`config.mk`:
```
export PLATFORM = sky130hd
export DESIGN_NAME = dirty_rect_present_scheduler_top
export DESIGN_NICKNAME = d
export VERILOG_FILES = /design/src/hdl/drps_pkg.sv /design/src/hdl/dirty_rect_present_scheduler_top.sv /design/src/hdl/drps_div.sv /design/src/hdl/drps_ctrl.sv /design/src/hdl/drps_dp.sv
export SDC_FILE = /design/constraint.sdc
export NUM_CORES = 2
export LEC_CHECK = 0
export BUFFER_PORTS_ARGS = -buffer_cell sky130_fd_sc_hd__buf_2
export CELL_PAD_IN_SITES_DETAIL_PLACEMENT = 0
export CELL_PAD_IN_SITES_GLOBAL_PLACEMENT = 1
export CORE_UTILIZATION = 51
export DETAILED_ROUTE_END_ITERATION = 16
export PLACE_DENSITY = 0.82
export SLEW_MARGIN = 20
export SYNTH_ARGS = -nofsm -noshare
export SYNTH_HDL_FRONTEND = slang
export SYNTH_SLANG_ARGS = --single-unit
```
`constraint.sdc`:
```
create_clock -name clk -period 11.3 [get_ports clk]
set_clock_uncertainty 0.05 [all_clocks]
set_input_delay 0.565 -clock clk [delete_from_list [all_inputs] [get_ports clk]]
set_output_delay 0.565 -clock clk [all_outputs]
set_load 0.05 [all_outputs]
```
`src/hdl/drps_pkg.sv`:
```
// ----------------------------------------------------------------------------
// drps_pkg
// Shared types, constants and helpers of the dirty rectangle present scheduler.
// ----------------------------------------------------------------------------
package drps_pkg;

	localparam int SCR_W = 320;
	localparam int SCR_H = 240;
	localparam int XW = 9;
	localparam int YW = 8;
	localparam int DIV_W = 48;
	localparam int DVS_W = 14;
	localparam int STEP_W = 6;

	localparam logic [13:0] TPS_RST = 14'd100;
	localparam logic [7:0] FPS_RST = 8'd30;

	localparam logic [1:0] CFG_TPS = 2'd0;
	localparam logic [1:0] CFG_FPS = 2'd1;

	localparam logic [1:0] SYNC_NONE = 2'd0;
	localparam logic [1:0] SYNC_BAD = 2'd3;

	typedef enum logic [2:0] {
		MODE_INIT = 3'd0,
		MODE_QUEUE = 3'd1,
		MODE_TICK = 3'd2,
		MODE_PRESENT = 3'd3,
		MODE_OWN = 3'd4,
		MODE_HOME = 3'd5
	} mode_t;

	typedef struct packed {
		logic [2:0] mode;
		logic signed [15:0] rect_x;
		logic signed [15:0] rect_y;
		logic signed [15:0] rect_width;
		logic signed [15:0] rect_height;
		logic [1:0] sync_kind;
		logic [31:0] now;
		logic home_active;
		logic submit_ok;
	} in_t;

	typedef struct packed {
		logic issued;
		logic [8:0] out_x1;
		logic [7:0] out_y1;
		logic [8:0] out_x2;
		logic [7:0] out_y2;
		logic [1:0] out_sync;
		logic out_full;
		logic still_pending;
		logic deferred_waiting;
		logic [31:0] present_count;
		logic deadline_missed;
		logic [31:0] overdue_ticks;
	} out_t;

	typedef struct packed {
		logic [XW-1:0] x1;
		logic [YW-1:0] y1;
		logic [XW-1:0] x2;
		logic [YW-1:0] y2;
	} rect_t;

	typedef struct packed {
		logic load;
		logic exec;
		logic qr_start;
		logic qr_latch;
		logic loop_step;
		logic prep;
		logic div1_start;
		logic calc_k;
		logic mul;
		logic div2_start;
		logic fin;
		logic emit;
	} cmd_t;

	typedef struct packed {
		logic need_sched;
		logic div_done;
		logic loop_more;
		logic loop_catch;
		logic q_zero;
		logic out_free;
	} stat_t;

	function automatic logic is_full(rect_t r);
		return r.x1 == '0 && r.y1 == '0 && r.x2 == XW'(SCR_W - 1) &&
			r.y2 == YW'(SCR_H - 1);
	endfunction

	function automatic rect_t merge_into(rect_t base, logic valid, rect_t r);
		rect_t u;
		u = r;
		if (valid) begin
			u.x1 = (r.x1 < base.x1) ? r.x1 : base.x1;
			u.y1 = (r.y1 < base.y1) ? r.y1 : base.y1;
			u.x2 = (r.x2 > base.x2) ? r.x2 : base.x2;
			u.y2 = (r.y2 > base.y2) ? r.y2 : base.y2;
		end
		return u;
	endfunction

endpackage

```
`src/hdl/dirty_rect_present_scheduler_top.sv`:
```
// ----------------------------------------------------------------------------
// dirty_rect_present_scheduler_top
// Dirty rectangle present scheduler with a fractional frame clock.
// ----------------------------------------------------------------------------
// Channel  Direction  Handshake              Word
// in       input      in_valid / in_ready    in_data, one scheduler command
// out      output     out_valid / out_ready  out_data, one status result
// cfg      input      cfg_valid / cfg_ready  cfg_index, cfg_data
//
// Most words pass through accept, execute and result register load.
// A scheduled tick adds the interval divide and the frame clock steps, and
// on catch-up two divides (only the second when the interval quotient is
// zero). All divides use the shared restoring divider.
// Reset needs no clear pass.
// A new word is taken while a result waits; it executes at once and its
// result load then holds until out is free. Configuration writes are always ready.
// ----------------------------------------------------------------------------
module dirty_rect_present_scheduler_top (
	input logic clk,
	input logic arst_n,
	input logic in_valid,
	output logic in_ready,
	input drps_pkg::in_t in_data,
	output logic out_valid,
	input logic out_ready,
	output drps_pkg::out_t out_data,
	input logic cfg_valid,
	output logic cfg_ready,
	input logic [1:0] cfg_index,
	input logic [13:0] cfg_data
);
	import drps_pkg::*;

	cmd_t cmd;
	stat_t st;

	assign cfg_ready = 1'b1;

	drps_ctrl u_ctrl (
		.clk(clk),
		.arst_n(arst_n),
		.in_valid(in_valid),
		.in_ready(in_ready),
		.st(st),
		.cmd(cmd)
	);

	drps_dp u_dp (
		.clk(clk),
		.arst_n(arst_n),
		.in_data(in_data),
		.cfg_valid(cfg_valid),
		.cfg_index(cfg_index),
		.cfg_data(cfg_data),
		.out_data(out_data),
		.out_valid(out_valid),
		.out_ready(out_ready),
		.cmd(cmd),
		.st(st)
	);

	a_accept_busy: assert property (@(posedge clk) disable iff (!arst_n)
		(in_valid && in_ready) |=> !in_ready)
		else $error("input accepted while a word is in execution");

	a_emit_free: assert property (@(posedge clk) disable iff (!arst_n)
		cmd.emit |-> st.out_free)
		else $error("result loaded over an untaken result");

	a_div_one: assert property (@(posedge clk) disable iff (!arst_n)
		$onehot0({cmd.qr_start, cmd.div1_start, cmd.div2_start}))
		else $error("divider started twice in one cycle");

endmodule

```
`src/hdl/drps_div.sv`:
```
// ----------------------------------------------------------------------------
// drps_div
// Restoring divider, one quotient bit per cycle, with a step count per run.
// ----------------------------------------------------------------------------
module drps_div (
	input logic clk,
	input logic arst_n,
	input logic start,
	input logic [drps_pkg::DIV_W-1:0] dividend,
	input logic [drps_pkg::DVS_W-1:0] divisor,
	input logic [drps_pkg::STEP_W-1:0] steps,
	output logic [drps_pkg::DIV_W-1:0] quot,
	output logic [drps_pkg::DVS_W-1:0] rem,
	output logic done
);
	import drps_pkg::*;

	logic [DIV_W-1:0] dvd_q;
	logic [DVS_W-1:0] rem_q;
	logic [DVS_W-1:0] dvs_q;
	logic [STEP_W-1:0] cnt_q;
	logic busy_q;
	logic done_q;
	logic [DVS_W+1:0] diff;
	logic ge;

	assign diff = {1'b0, rem_q, dvd_q[DIV_W-1]} - {2'b00, dvs_q};
	assign ge = !diff[DVS_W+1];

	always_ff @(posedge clk or negedge arst_n) begin
		if (!arst_n) begin
			busy_q <= 1'b0;
			done_q <= 1'b0;
			cnt_q <= '0;
		end else if (start) begin
			busy_q <= 1'b1;
			done_q <= 1'b0;
			cnt_q <= steps;
		end else if (busy_q) begin
			cnt_q <= cnt_q - STEP_W'(1);
			if (cnt_q == STEP_W'(1)) begin
				busy_q <= 1'b0;
				done_q <= 1'b1;
			end
		end
	end

	always_ff @(posedge clk) begin
		if (start) begin
			dvd_q <= dividend;
			rem_q <= '0;
			dvs_q <= divisor;
		end else if (busy_q) begin
			dvd_q <= {dvd_q[DIV_W-2:0], ge};
			rem_q <= ge ? diff[DVS_W-1:0] : {rem_q[DVS_W-2:0], dvd_q[DIV_W-1]};
		end
	end

	assign quot = dvd_q;
	assign rem = rem_q;
	assign done = done_q;

endmodule

```
`src/hdl/drps_ctrl.sv`:
```
// ----------------------------------------------------------------------------
// drps_ctrl
// Sequencer for execute, frame clock stepping and catch-up division.
// ----------------------------------------------------------------------------
module drps_ctrl (
	input logic clk,
	input logic arst_n,
	input logic in_valid,
	output logic in_ready,
	input drps_pkg::stat_t st,
	output drps_pkg::cmd_t cmd
);
	import drps_pkg::*;

	typedef enum logic [11:0] {
		S_IDLE = 12'b000000000001,
		S_EXEC = 12'b000000000010,
		S_QR_WAIT = 12'b000000000100,
		S_LOOP = 12'b000000001000,
		S_CU_PREP = 12'b000000010000,
		S_DIV1_WAIT = 12'b000000100000,
		S_CU_K = 12'b000001000000,
		S_CU_MUL = 12'b000010000000,
		S_CU_D2 = 12'b000100000000,
		S_DIV2_WAIT = 12'b001000000000,
		S_CU_FIN = 12'b010000000000,
		S_EMIT = 12'b100000000000
	} state_t;

	state_t state_q, state_d;

	assign in_ready = (state_q == S_IDLE);

	always_comb begin
		state_d = state_q;
		cmd = '0;
		unique case (state_q)
			S_IDLE: begin
				if (in_valid) begin
					cmd.load = 1'b1;
					state_d = S_EXEC;
				end
			end
			S_EXEC: begin
				cmd.exec = 1'b1;
				if (st.need_sched) begin
					cmd.qr_start = 1'b1;
					state_d = S_QR_WAIT;
				end else begin
					state_d = S_EMIT;
				end
			end
			S_QR_WAIT: begin
				if (st.div_done) begin
					cmd.qr_latch = 1'b1;
					state_d = S_LOOP;
				end
			end
			S_LOOP: begin
				cmd.loop_step = 1'b1;
				if (!st.loop_more) begin
					state_d = st.loop_catch ? S_CU_PREP : S_EMIT;
				end
			end
			S_CU_PREP: begin
				cmd.prep = 1'b1;
				if (st.q_zero) begin
					state_d = S_CU_MUL;
				end else begin
					cmd.div1_start = 1'b1;
					state_d = S_DIV1_WAIT;
				end
			end
			S_DIV1_WAIT: begin
				if (st.div_done) begin
					state_d = S_CU_K;
				end
			end
			S_CU_K: begin
				cmd.calc_k = 1'b1;
				state_d = S_CU_MUL;
			end
			S_CU_MUL: begin
				cmd.mul = 1'b1;
				state_d = S_CU_D2;
			end
			S_CU_D2: begin
				cmd.div2_start = 1'b1;
				state_d = S_DIV2_WAIT;
			end
			S_DIV2_WAIT: begin
				if (st.div_done) begin
					state_d = S_CU_FIN;
				end
			end
			S_CU_FIN: begin
				cmd.fin = 1'b1;
				state_d = S_EMIT;
			end
			S_EMIT: begin
				if (st.out_free) begin
					cmd.emit = 1'b1;
					state_d = S_IDLE;
				end
			end
			default: begin
				state_d = S_IDLE;
			end
		endcase
	end

	always_ff @(posedge clk or negedge arst_n) begin
		if (!arst_n) begin
			state_q <= S_IDLE;
		end else begin
			state_q <= state_d;
		end
	end

endmodule

```
`src/hdl/drps_dp.sv`:
```
// ----------------------------------------------------------------------------
// drps_dp
// Rectangle state, clipping and merging, frame clock and result register.
// ----------------------------------------------------------------------------
module drps_dp (
	input logic clk,
	input logic arst_n,
	input drps_pkg::in_t in_data,
	input logic cfg_valid,
	input logic [1:0] cfg_index,
	input logic [13:0] cfg_data,
	output drps_pkg::out_t out_data,
	output logic out_valid,
	input logic out_ready,
	input drps_pkg::cmd_t cmd,
	output drps_pkg::stat_t st
);
	import drps_pkg::*;

	localparam logic signed [17:0] W_S = 18'(SCR_W);
	localparam logic signed [17:0] H_S = 18'(SCR_H);

	in_t in_q;
	logic [13:0] tps_q;
	logic [7:0] fps_q;
	logic init_q, home_q, mp_q, sp_q;
	rect_t m_q, sr_q;
	logic [1:0] ms_q;
	logic [31:0] cnt_q, dl_q;
	logic [7:0] acc_q;

	logic a_iss_q, a_full_q, a_miss_q;
	rect_t a_rect_q;
	logic [1:0] a_sync_q;
	logic [31:0] a_late_q;

	logic [13:0] q_q;
	logic [7:0] r_q;
	logic [31:0] d_q;
	logic [39:0] k_q;
	logic [47:0] tot_q;
	logic [31:0] kq_q;

	out_t out_q;
	logic out_valid_q;

	logic nx_init, nx_home, nx_mp, nx_sp;
	rect_t nx_m, nx_sr;
	logic [1:0] nx_ms;
	logic [31:0] nx_cnt, nx_dl;
	logic [7:0] nx_acc;
	logic a_iss, a_full, a_miss;
	rect_t a_rect;
	logic [1:0] a_sync;
	logic [31:0] a_late;
	logic need_sched;

	logic [7:0] fps_eff;
	logic [8:0] lp_sum;
	logic lp_ge;
	logic [7:0] lp_acc;
	logic [14:0] lp_iv;
	logic [31:0] lp_dl, lp_d;

	logic [31:0] dp1;
	logic [39:0] num;
	logic div_start;
	logic [DIV_W-1:0] div_dvd, div_quot;
	logic [DVS_W-1:0] div_dvs, div_rem;
	logic [STEP_W-1:0] div_steps;
	logic div_done;

	assign fps_eff = (fps_q == '0) ? 8'd1 : fps_q;

	always_comb begin
		logic signed [17:0] x, y, w, h, x2, y2;
		logic vld, f, do_pres;
		logic [1:0] s;
		rect_t cr;
		logic [31:0] d;

		nx_init = init_q;
		nx_home = home_q;
		nx_mp = mp_q;
		nx_sp = sp_q;
		nx_m = m_q;
		nx_sr = sr_q;
		nx_ms = ms_q;
		nx_cnt = cnt_q;
		nx_dl = dl_q;
		nx_acc = acc_q;
		a_iss = 1'b0;
		a_full = 1'b0;
		a_miss = 1'b0;
		a_rect = '0;
		a_sync = SYNC_NONE;
		a_late = '0;
		need_sched = 1'b0;
		do_pres = 1'b0;
		f = 1'b0;

		s = (in_q.sync_kind == SYNC_BAD) ? SYNC_NONE : in_q.sync_kind;
		x = 18'(in_q.rect_x);
		y = 18'(in_q.rect_y);
		w = 18'(in_q.rect_width);
		h = 18'(in_q.rect_height);
		vld = (w > 18'sd0) && (h > 18'sd0);
		if (x < 18'sd0) begin
			w = w + x;
			x = '0;
		end
		if (y < 18'sd0) begin
			h = h + y;
			y = '0;
		end
		vld = vld && (x < W_S) && (y < H_S) && (w > 18'sd0) && (h > 18'sd0);
		if (x + w > W_S) begin
			w = W_S - x;
		end
		if (y + h > H_S) begin
			h = H_S - y;
		end
		x2 = x + w - 18'sd1;
		y2 = y + h - 18'sd1;
		cr.x1 = x[XW-1:0];
		cr.y1 = y[YW-1:0];
		cr.x2 = x2[XW-1:0];
		cr.y2 = y2[YW-1:0];
		d = in_q.now - dl_q;

		if ((in_q.mode == MODE_QUEUE || in_q.mode == MODE_OWN) && !init_q) begin
			nx_dl = in_q.now;
			nx_acc = '0;
			nx_init = 1'b1;
			nx_home = 1'b0;
			nx_mp = 1'b0;
			nx_ms = SYNC_NONE;
			nx_sp = 1'b0;
		end

		unique case (in_q.mode)
			MODE_INIT: begin
				nx_dl = in_q.now;
				nx_acc = '0;
				nx_init = 1'b1;
				nx_home = 1'b0;
				nx_mp = 1'b0;
				nx_ms = SYNC_NONE;
				nx_sp = 1'b0;
			end
			MODE_QUEUE: begin
				if (vld) begin
					if (is_full(cr)) begin
						if (nx_mp && nx_ms != SYNC_NONE) begin
							nx_sr = merge_into(nx_sr, nx_sp, cr);
							nx_sp = 1'b1;
						end else begin
							nx_m = cr;
							nx_ms = SYNC_NONE;
							nx_mp = 1'b1;
							nx_sp = 1'b0;
						end
					end else if (!nx_mp) begin
						nx_m = cr;
						nx_ms = s;
						nx_mp = 1'b1;
					end else if (is_full(nx_m)) begin
						if (s != SYNC_NONE) begin
							nx_sr = merge_into(nx_sr, nx_sp, nx_m);
							nx_sp = 1'b1;
							nx_m = cr;
							nx_ms = s;
						end
					end else if (s == SYNC_NONE && nx_ms != SYNC_NONE) begin
						nx_sr = merge_into(nx_sr, nx_sp, cr);
						nx_sp = 1'b1;
					end else if (s != SYNC_NONE && nx_ms == SYNC_NONE) begin
						nx_sr = merge_into(nx_sr, nx_sp, nx_m);
						nx_sp = 1'b1;
						nx_m = cr;
						nx_ms = s;
					end else begin
						if (s != SYNC_NONE) begin
							nx_ms = s;
						end
						nx_m = merge_into(nx_m, 1'b1, cr);
					end
				end
			end
			MODE_TICK: begin
				if (mp_q) begin
					f = is_full(m_q);
					if (home_q && ms_q == SYNC_NONE && !f) begin
						do_pres = 1'b0;
					end else if (f) begin
						do_pres = 1'b1;
						nx_dl = in_q.now;
						nx_acc = '0;
					end else if (!d[31]) begin
						a_miss = (d != '0);
						a_late = d;
						do_pres = 1'b1;
						need_sched = 1'b1;
					end
				end
			end
			MODE_PRESENT: begin
				do_pres = 1'b1;
			end
			MODE_OWN: begin
				nx_mp = 1'b0;
				nx_ms = SYNC_NONE;
				nx_sp = 1'b0;
			end
			MODE_HOME: begin
				nx_home = in_q.home_active;
			end
			default: begin
				do_pres = 1'b0;
			end
		endcase

		if (do_pres && nx_mp) begin
			f = is_full(nx_m);
			a_iss = 1'b1;
			a_rect = nx_m;
			a_full = f;
			a_sync = f ? SYNC_NONE : nx_ms;
			if (in_q.submit_ok) begin
				nx_mp = 1'b0;
				nx_ms = SYNC_NONE;
				nx_cnt = nx_cnt + 32'd1;
				if (nx_sp) begin
					nx_m = nx_sr;
					nx_mp = 1'b1;
					nx_sp = 1'b0;
				end
			end
		end
	end

	assign lp_sum = {1'b0, acc_q} + {1'b0, r_q};
	assign lp_ge = (lp_sum >= {1'b0, fps_eff});
	assign lp_acc = lp_ge ? 8'(lp_sum - {1'b0, fps_eff}) : lp_sum[7:0];
	always_comb begin
		lp_iv = {1'b0, q_q} + 15'(lp_ge);
		if (lp_iv == '0) begin
			lp_iv = 15'd1;
		end
	end
	assign lp_dl = dl_q + 32'(lp_iv);
	assign lp_d = in_q.now - lp_dl;

	assign dp1 = d_q + 32'd1;
	assign num = ({8'b0, dp1} * {32'b0, fps_eff}) - {32'b0, acc_q};

	always_comb begin
		div_start = cmd.qr_start | cmd.div1_start | cmd.div2_start;
		div_dvd = tot_q;
		div_dvs = {6'b0, fps_eff};
		div_steps = STEP_W'(DIV_W);
		if (cmd.qr_start) begin
			div_dvd = {tps_q, 34'b0};
			div_steps = STEP_W'(DVS_W);
		end else if (cmd.div1_start) begin
			div_dvd = {8'b0, num};
			div_dvs = tps_q;
		end
	end

	drps_div u_div (
		.clk(clk),
		.arst_n(arst_n),
		.start(div_start),
		.dividend(div_dvd),
		.divisor(div_dvs),
		.steps(div_steps),
		.quot(div_quot),
		.rem(div_rem),
		.done(div_done)
	);

	always_ff @(posedge clk or negedge arst_n) begin
		if (!arst_n) begin
			tps_q <= TPS_RST;
			fps_q <= FPS_RST;
			init_q <= 1'b0;
			home_q <= 1'b0;
			mp_q <= 1'b0;
			sp_q <= 1'b0;
			m_q <= '0;
			sr_q <= '0;
			ms_q <= SYNC_NONE;
			cnt_q <= '0;
			dl_q <= '0;
			acc_q <= '0;
			out_valid_q <= 1'b0;
		end else begin
			if (cfg_valid) begin
				if (cfg_index == CFG_TPS) begin
					tps_q <= cfg_data;
				end else if (cfg_index == CFG_FPS) begin
					fps_q <= cfg_data[7:0];
				end
			end
			if (cmd.exec) begin
				init_q <= nx_init;
				home_q <= nx_home;
				mp_q <= nx_mp;
				sp_q <= nx_sp;
				m_q <= nx_m;
				sr_q <= nx_sr;
				ms_q <= nx_ms;
				cnt_q <= nx_cnt;
				dl_q <= nx_dl;
				acc_q <= nx_acc;
			end
			if (cmd.loop_step) begin
				dl_q <= lp_dl;
				acc_q <= lp_acc;
			end
			if (cmd.fin) begin
				acc_q <= div_rem[7:0];
				if (q_q == '0) begin
					dl_q <= dl_q + k_q[31:0];
				end else begin
					dl_q <= dl_q + kq_q + div_quot[31:0];
				end
			end
			if (cmd.emit) begin
				out_valid_q <= 1'b1;
			end else if (out_ready) begin
				out_valid_q <= 1'b0;
			end
		end
	end

	always_ff @(posedge clk) begin
		if (cmd.load) begin
			in_q <= in_data;
		end
		if (cmd.exec) begin
			a_iss_q <= a_iss;
			a_full_q <= a_full;
			a_miss_q <= a_miss;
			a_rect_q <= a_rect;
			a_sync_q <= a_sync;
			a_late_q <= a_late;
		end
		if (cmd.qr_latch) begin
			q_q <= div_quot[13:0];
			r_q <= div_rem[7:0];
		end
		if (cmd.loop_step) begin
			d_q <= lp_d;
		end
		if (cmd.prep) begin
			k_q <= {8'b0, dp1};
		end
		if (cmd.calc_k) begin
			k_q <= div_quot[39:0] + 40'(div_rem != '0);
		end
		if (cmd.mul) begin
			tot_q <= {40'b0, acc_q} + ({8'b0, k_q} * {40'b0, r_q});
			kq_q <= k_q[31:0] * {18'b0, q_q};
		end
		if (cmd.emit) begin
			out_q.issued <= a_iss_q;
			out_q.out_x1 <= a_rect_q.x1;
			out_q.out_y1 <= a_rect_q.y1;
			out_q.out_x2 <= a_rect_q.x2;
			out_q.out_y2 <= a_rect_q.y2;
			out_q.out_sync <= a_sync_q;
			out_q.out_full <= a_full_q;
			out_q.still_pending <= mp_q;
			out_q.deferred_waiting <= sp_q;
			out_q.present_count <= cnt_q;
			out_q.deadline_missed <= a_miss_q;
			out_q.overdue_ticks <= a_late_q;
		end
	end

	assign out_data = out_q;
	assign out_valid = out_valid_q;

	assign st.need_sched = need_sched;
	assign st.div_done = div_done;
	assign st.loop_more = !lp_d[31] && (lp_acc >= fps_eff);
	assign st.loop_catch = !lp_d[31];
	assign st.q_zero = (q_q == '0);
	assign st.out_free = !out_valid_q || out_ready;

endmodule

```
==> summary.md <==
| Metric | Value |
|---|---|
| Vias per cell | `5.973` |
| Static Leak | `37.11 nW` |
| Grt total ovfl | `0` |
| Period utilization | `94.86%` |
| Area grow syn2layout | `10.46%` |
| Status | `finished, final reports clean` |
| Hold Crit Depth | `2` |
| Via count | `63,290` |
| Synthesized instance count | `8,259` |
| GR Util met2 | `49.74%` |
| Power Total | `18.40 mW` |
| Critical path type | `flip-flop to flip-flop` |
| Clk sinks | `716` |
| Worst slew pin tran | `1.105 ns` |
| Fin util | `57.08%` |
| Maximum buffer depth of the clock tree | `3` |
| I/O Buffers | `229` |
| Max incr delay on CP | `0.57 ns` |
| Largest net degree at the start of global routing | `81` |
| Hold_sp | `cfg_data[11]` |
| Die X-Extent | `390.0 um` |
| WP data required | `11.71 ns` |
| Met3 usage | `5.385%` |
| Reg clk slew, reported paths | `0.06 ns` |
| EDFF count, synth | `513` |
| Max-slew violation count | `0` |
| Yosys cell types | `100` |
| Seq/Total Area, Yosys | `26.61%` |
| Final GP Congestion | `0.9625` |
| Final hold violation count | `0` |
| #FFs+latches synth | `716` |
| Most frequent cells in the layout | `inv_1 (1,003), nand2_1 (969), fa_1 (740)` |
| Commonest non-fill, non-tap cell in the layout | `inv_1` |
| Ports | `232` |
| Final nets | `10,010` |
| Worst rel slew slack | `26.27%` |
| Ys Warns | `0` |
| Iteration-0 DRC Markers | `5,805` |
| Register-to-Register Path Depth | `40` |
| HP Class | `input pin to flip-flop` |
| Filler Cells Inserted | `13,250` |
| Area occupied by multi-input gates | `51,470 um2` |
| Worst-path fanout max | `7` |
| Worst-skew pair later-pin latency | `0.75 ns` |
| WP data arrival | `11.12 ns` |
| WL/cell | `22.85 um` |
| TritonCTS clock tree | `built` |
| Die Area | `152,100 um2` |
| First-pass GRT wire length | `373,200 um` |
| Slowest cell on crit path | `or3b_2` |
| Std-Cell Rows | `141` |
| Root Driver | `clkbuf_16` |
| First drt pass iteration count | `6` |
| Hold Path Sink | `u_dp.tps_q[11]` |
| Ys flop type | `edfxtp_1` |
| Post-synth net total | `9,749` |
| Antenna violations before repair | `7` |
| Post-Syn Area | `76,760 um2` |
| FF-to-FF Start | `u_dp.in_q[52]` |
| # Max-Cap Violations | `0` |
| DRC viols | `0` |
| Crit path launch type | `flip-flop` |
| Core Region | `148,500 um2` |
| Hold slack | `0.03951 ns` |
| Tmin final | `10.72 ns` |
| Fmax | `0.09329 GHz` |
| Total Wirelength | `242,100 um` |
| Total negative setup slack | `0 ns` |
| Mean Syn Cell Area | `9.294 um2` |
| Layout cells sized above 1 | `8.437%` |
| Ys async rst share | `26.40%` |
| Reg-to-reg setup timing slack | `0.58 ns` |
| Peak VDD IR | `206.1 uV` |
| Placed insts | `10,320` |
| GR Util All Layers | `31.84%` |
| Die span in y | `390.0 um` |
| Starting Density | `51.67%` |
| CTS Buf Count | `86` |
| Vias in the first global route | `62,800` |
| Layer with the highest usage | `met2` |
| Register Area | `20,420 um2` |
| Post-Layout Cell Count | `10,600` |
| Critical path capture point type | `flip-flop` |
| Met1 Usage GRT | `45.07%` |
| Power Density | `217.1 nW/um2` |
| DP Wirelength | `181,800 um` |
| H-tree levels | `3` |
| Final antenna-violating net count | `0` |
| Setup violators final | `0` |
| Worst r2r dst | `u_dp.a_sync_q[1]` |
==> sequential cells by signal (all words and copies together) (netlist names), 31 cells and up <==
| name | cells |
|---|---|
| u_dp.u_div.quot | 48 |
| u_dp.dl_q | 32 |
| u_dp.m_q | 34 |
| u_dp.k_q | 40 |
| u_dp.d_q | 32 |
| u_dp.out_data | 104 |
| u_dp.kq_q | 32 |
| u_dp.a_rect_q | 34 |
| u_dp.tot_q | 48 |
| u_dp.sr_q | 34 |
| u_dp.cnt_q | 32 |
| u_dp.in_q | 103 |
| u_dp.a_late_q | 31 |
==> cells by family after synthesis <==
family	after synthesis	share of synthesized area (%)
compound gates	1592	13.65
xor+xnor	434	4.952
fa+ha+maj	1368	29.53
buf+inv	1355	6.660
flops	716	26.61
mux	142	1.933
other cells	2	0.009784
simple gates	2650	16.66
==> stage by stage <==
stage / instance area [um2] / setup slack (ns)
4_1_cts: 84600 / 0.07028
3_3_place_gp: 80570 / 0.3895
6_report: 84790 / 0.5804
5_1_grt: 84780 / -0.02843
2_1_floorplan: 76760 / 1.550
3_5_place_dp: 80570 / 0.1870
==> how the worst max path moves through the flow <==
stage | startpoint | end | cells past startpoint
final | u_dp.in_q[52] | u_dp.a_sync_q[1] | 40
after global routing | u_dp.in_q[52] | u_dp.a_sync_q[1] | 46
after CTS | u_dp.in_q[52] | u_dp.m_q[33] | 40
after detailed placement | u_dp.in_q[52] | u_dp.m_q[33] | 40
after global placement | u_dp.in_q[52] | u_dp.m_q[20] | 40
after floorplan | u_dp.in_q[52] | u_dp.a_sync_q[0] | 41
==> cells in the mapped netlist (all sizes together), types with 14 or more instances <==
master   instances  area share, %
xor2           147            1.7
ha             626             10
nor2b           77           0.63
inv           1004            4.9
a21boi          26           0.25
a211oi          78           0.78
o21a            90           0.88
nand3          156            1.0
o22a            14           0.16
mux2i           92            1.2
a31oi           53           0.43
o221ai          18           0.21
o211ai          66           0.65
or2             29           0.24
nor4            49           0.40
fa             740             19
dfrtp          181            5.9
nand4           66           0.54
edfxtp         513             20
a2111oi         22           0.31
clkbuf         316            1.5
nor3b           15           0.15
a22oi           42           0.41
buf             34           0.20
nand2          971            4.7
o21ai          309            2.0
a21o           138            1.3
xnor2          287            3.3
or4             16           0.16
a21oi          431            2.8
or3             45           0.37
o22ai           35           0.29
nor2           484            2.4
and2           436            3.6
o2111ai         18           0.21
o21bai          43           0.42
mux2            50           0.73
a211o           17           0.19
nand2b          59           0.48
nand3b          20           0.20
dfxtp           14           0.37
o31ai           42           0.41
and3            66           0.54
nor3           121           0.80
==> layer usage <==
layer	wire, um	up-vias
met1	104300	31450
li1	-	28590
met5	13	-
met4	7884	2
met3	21610	456
met2	108300	2792
==> critical path: cells and delay by family, from the launching register on <==
family / cells / cell delay [ns]
AOI/OAI and AO/OA: 13 / 3.14
muxes: 2 / 0.28
adders and majority gates: 6 / 2.02
and+or+nand+nor: 15 / 3.93
DFF: 1 / 0.45
xor gates and xnor gates: 1 / 0.18
buffers and inverters: 3 / 0.39
==> power breakdown <==
| group | switching, mW | internal, mW |
|---|---|---|
| clock | 1.29 | 1.63 |
| combinational | 7.31 | 4.63 |
| sequential | 0.369 | 3.18 |
==> timing repair <==
| item | CTS | global route |
|---|---|---|
| endpoints found under the hold margin | 176 | 0 |
| buffers inserted | 0 | 1 |
| endpoints found under the setup margin | 0 | 87 |
| gates resized for setup | 0 | 27 |
| hold buffers | 106 | 0 |
==> area by class of cell <==
cell class	count	share of cell area, %
Sequential cell	716	24.09
Clock buffer	99	2.619
Antenna cell	2	0.005903
Inverter	1005	4.452
Clock inverter	63	0.8751
Timing Repair Buffer	522	4.299
Tap cell	2002	2.954
Multi-Input combinational cell	6188	60.70
(Power assumes the default switching activity.)
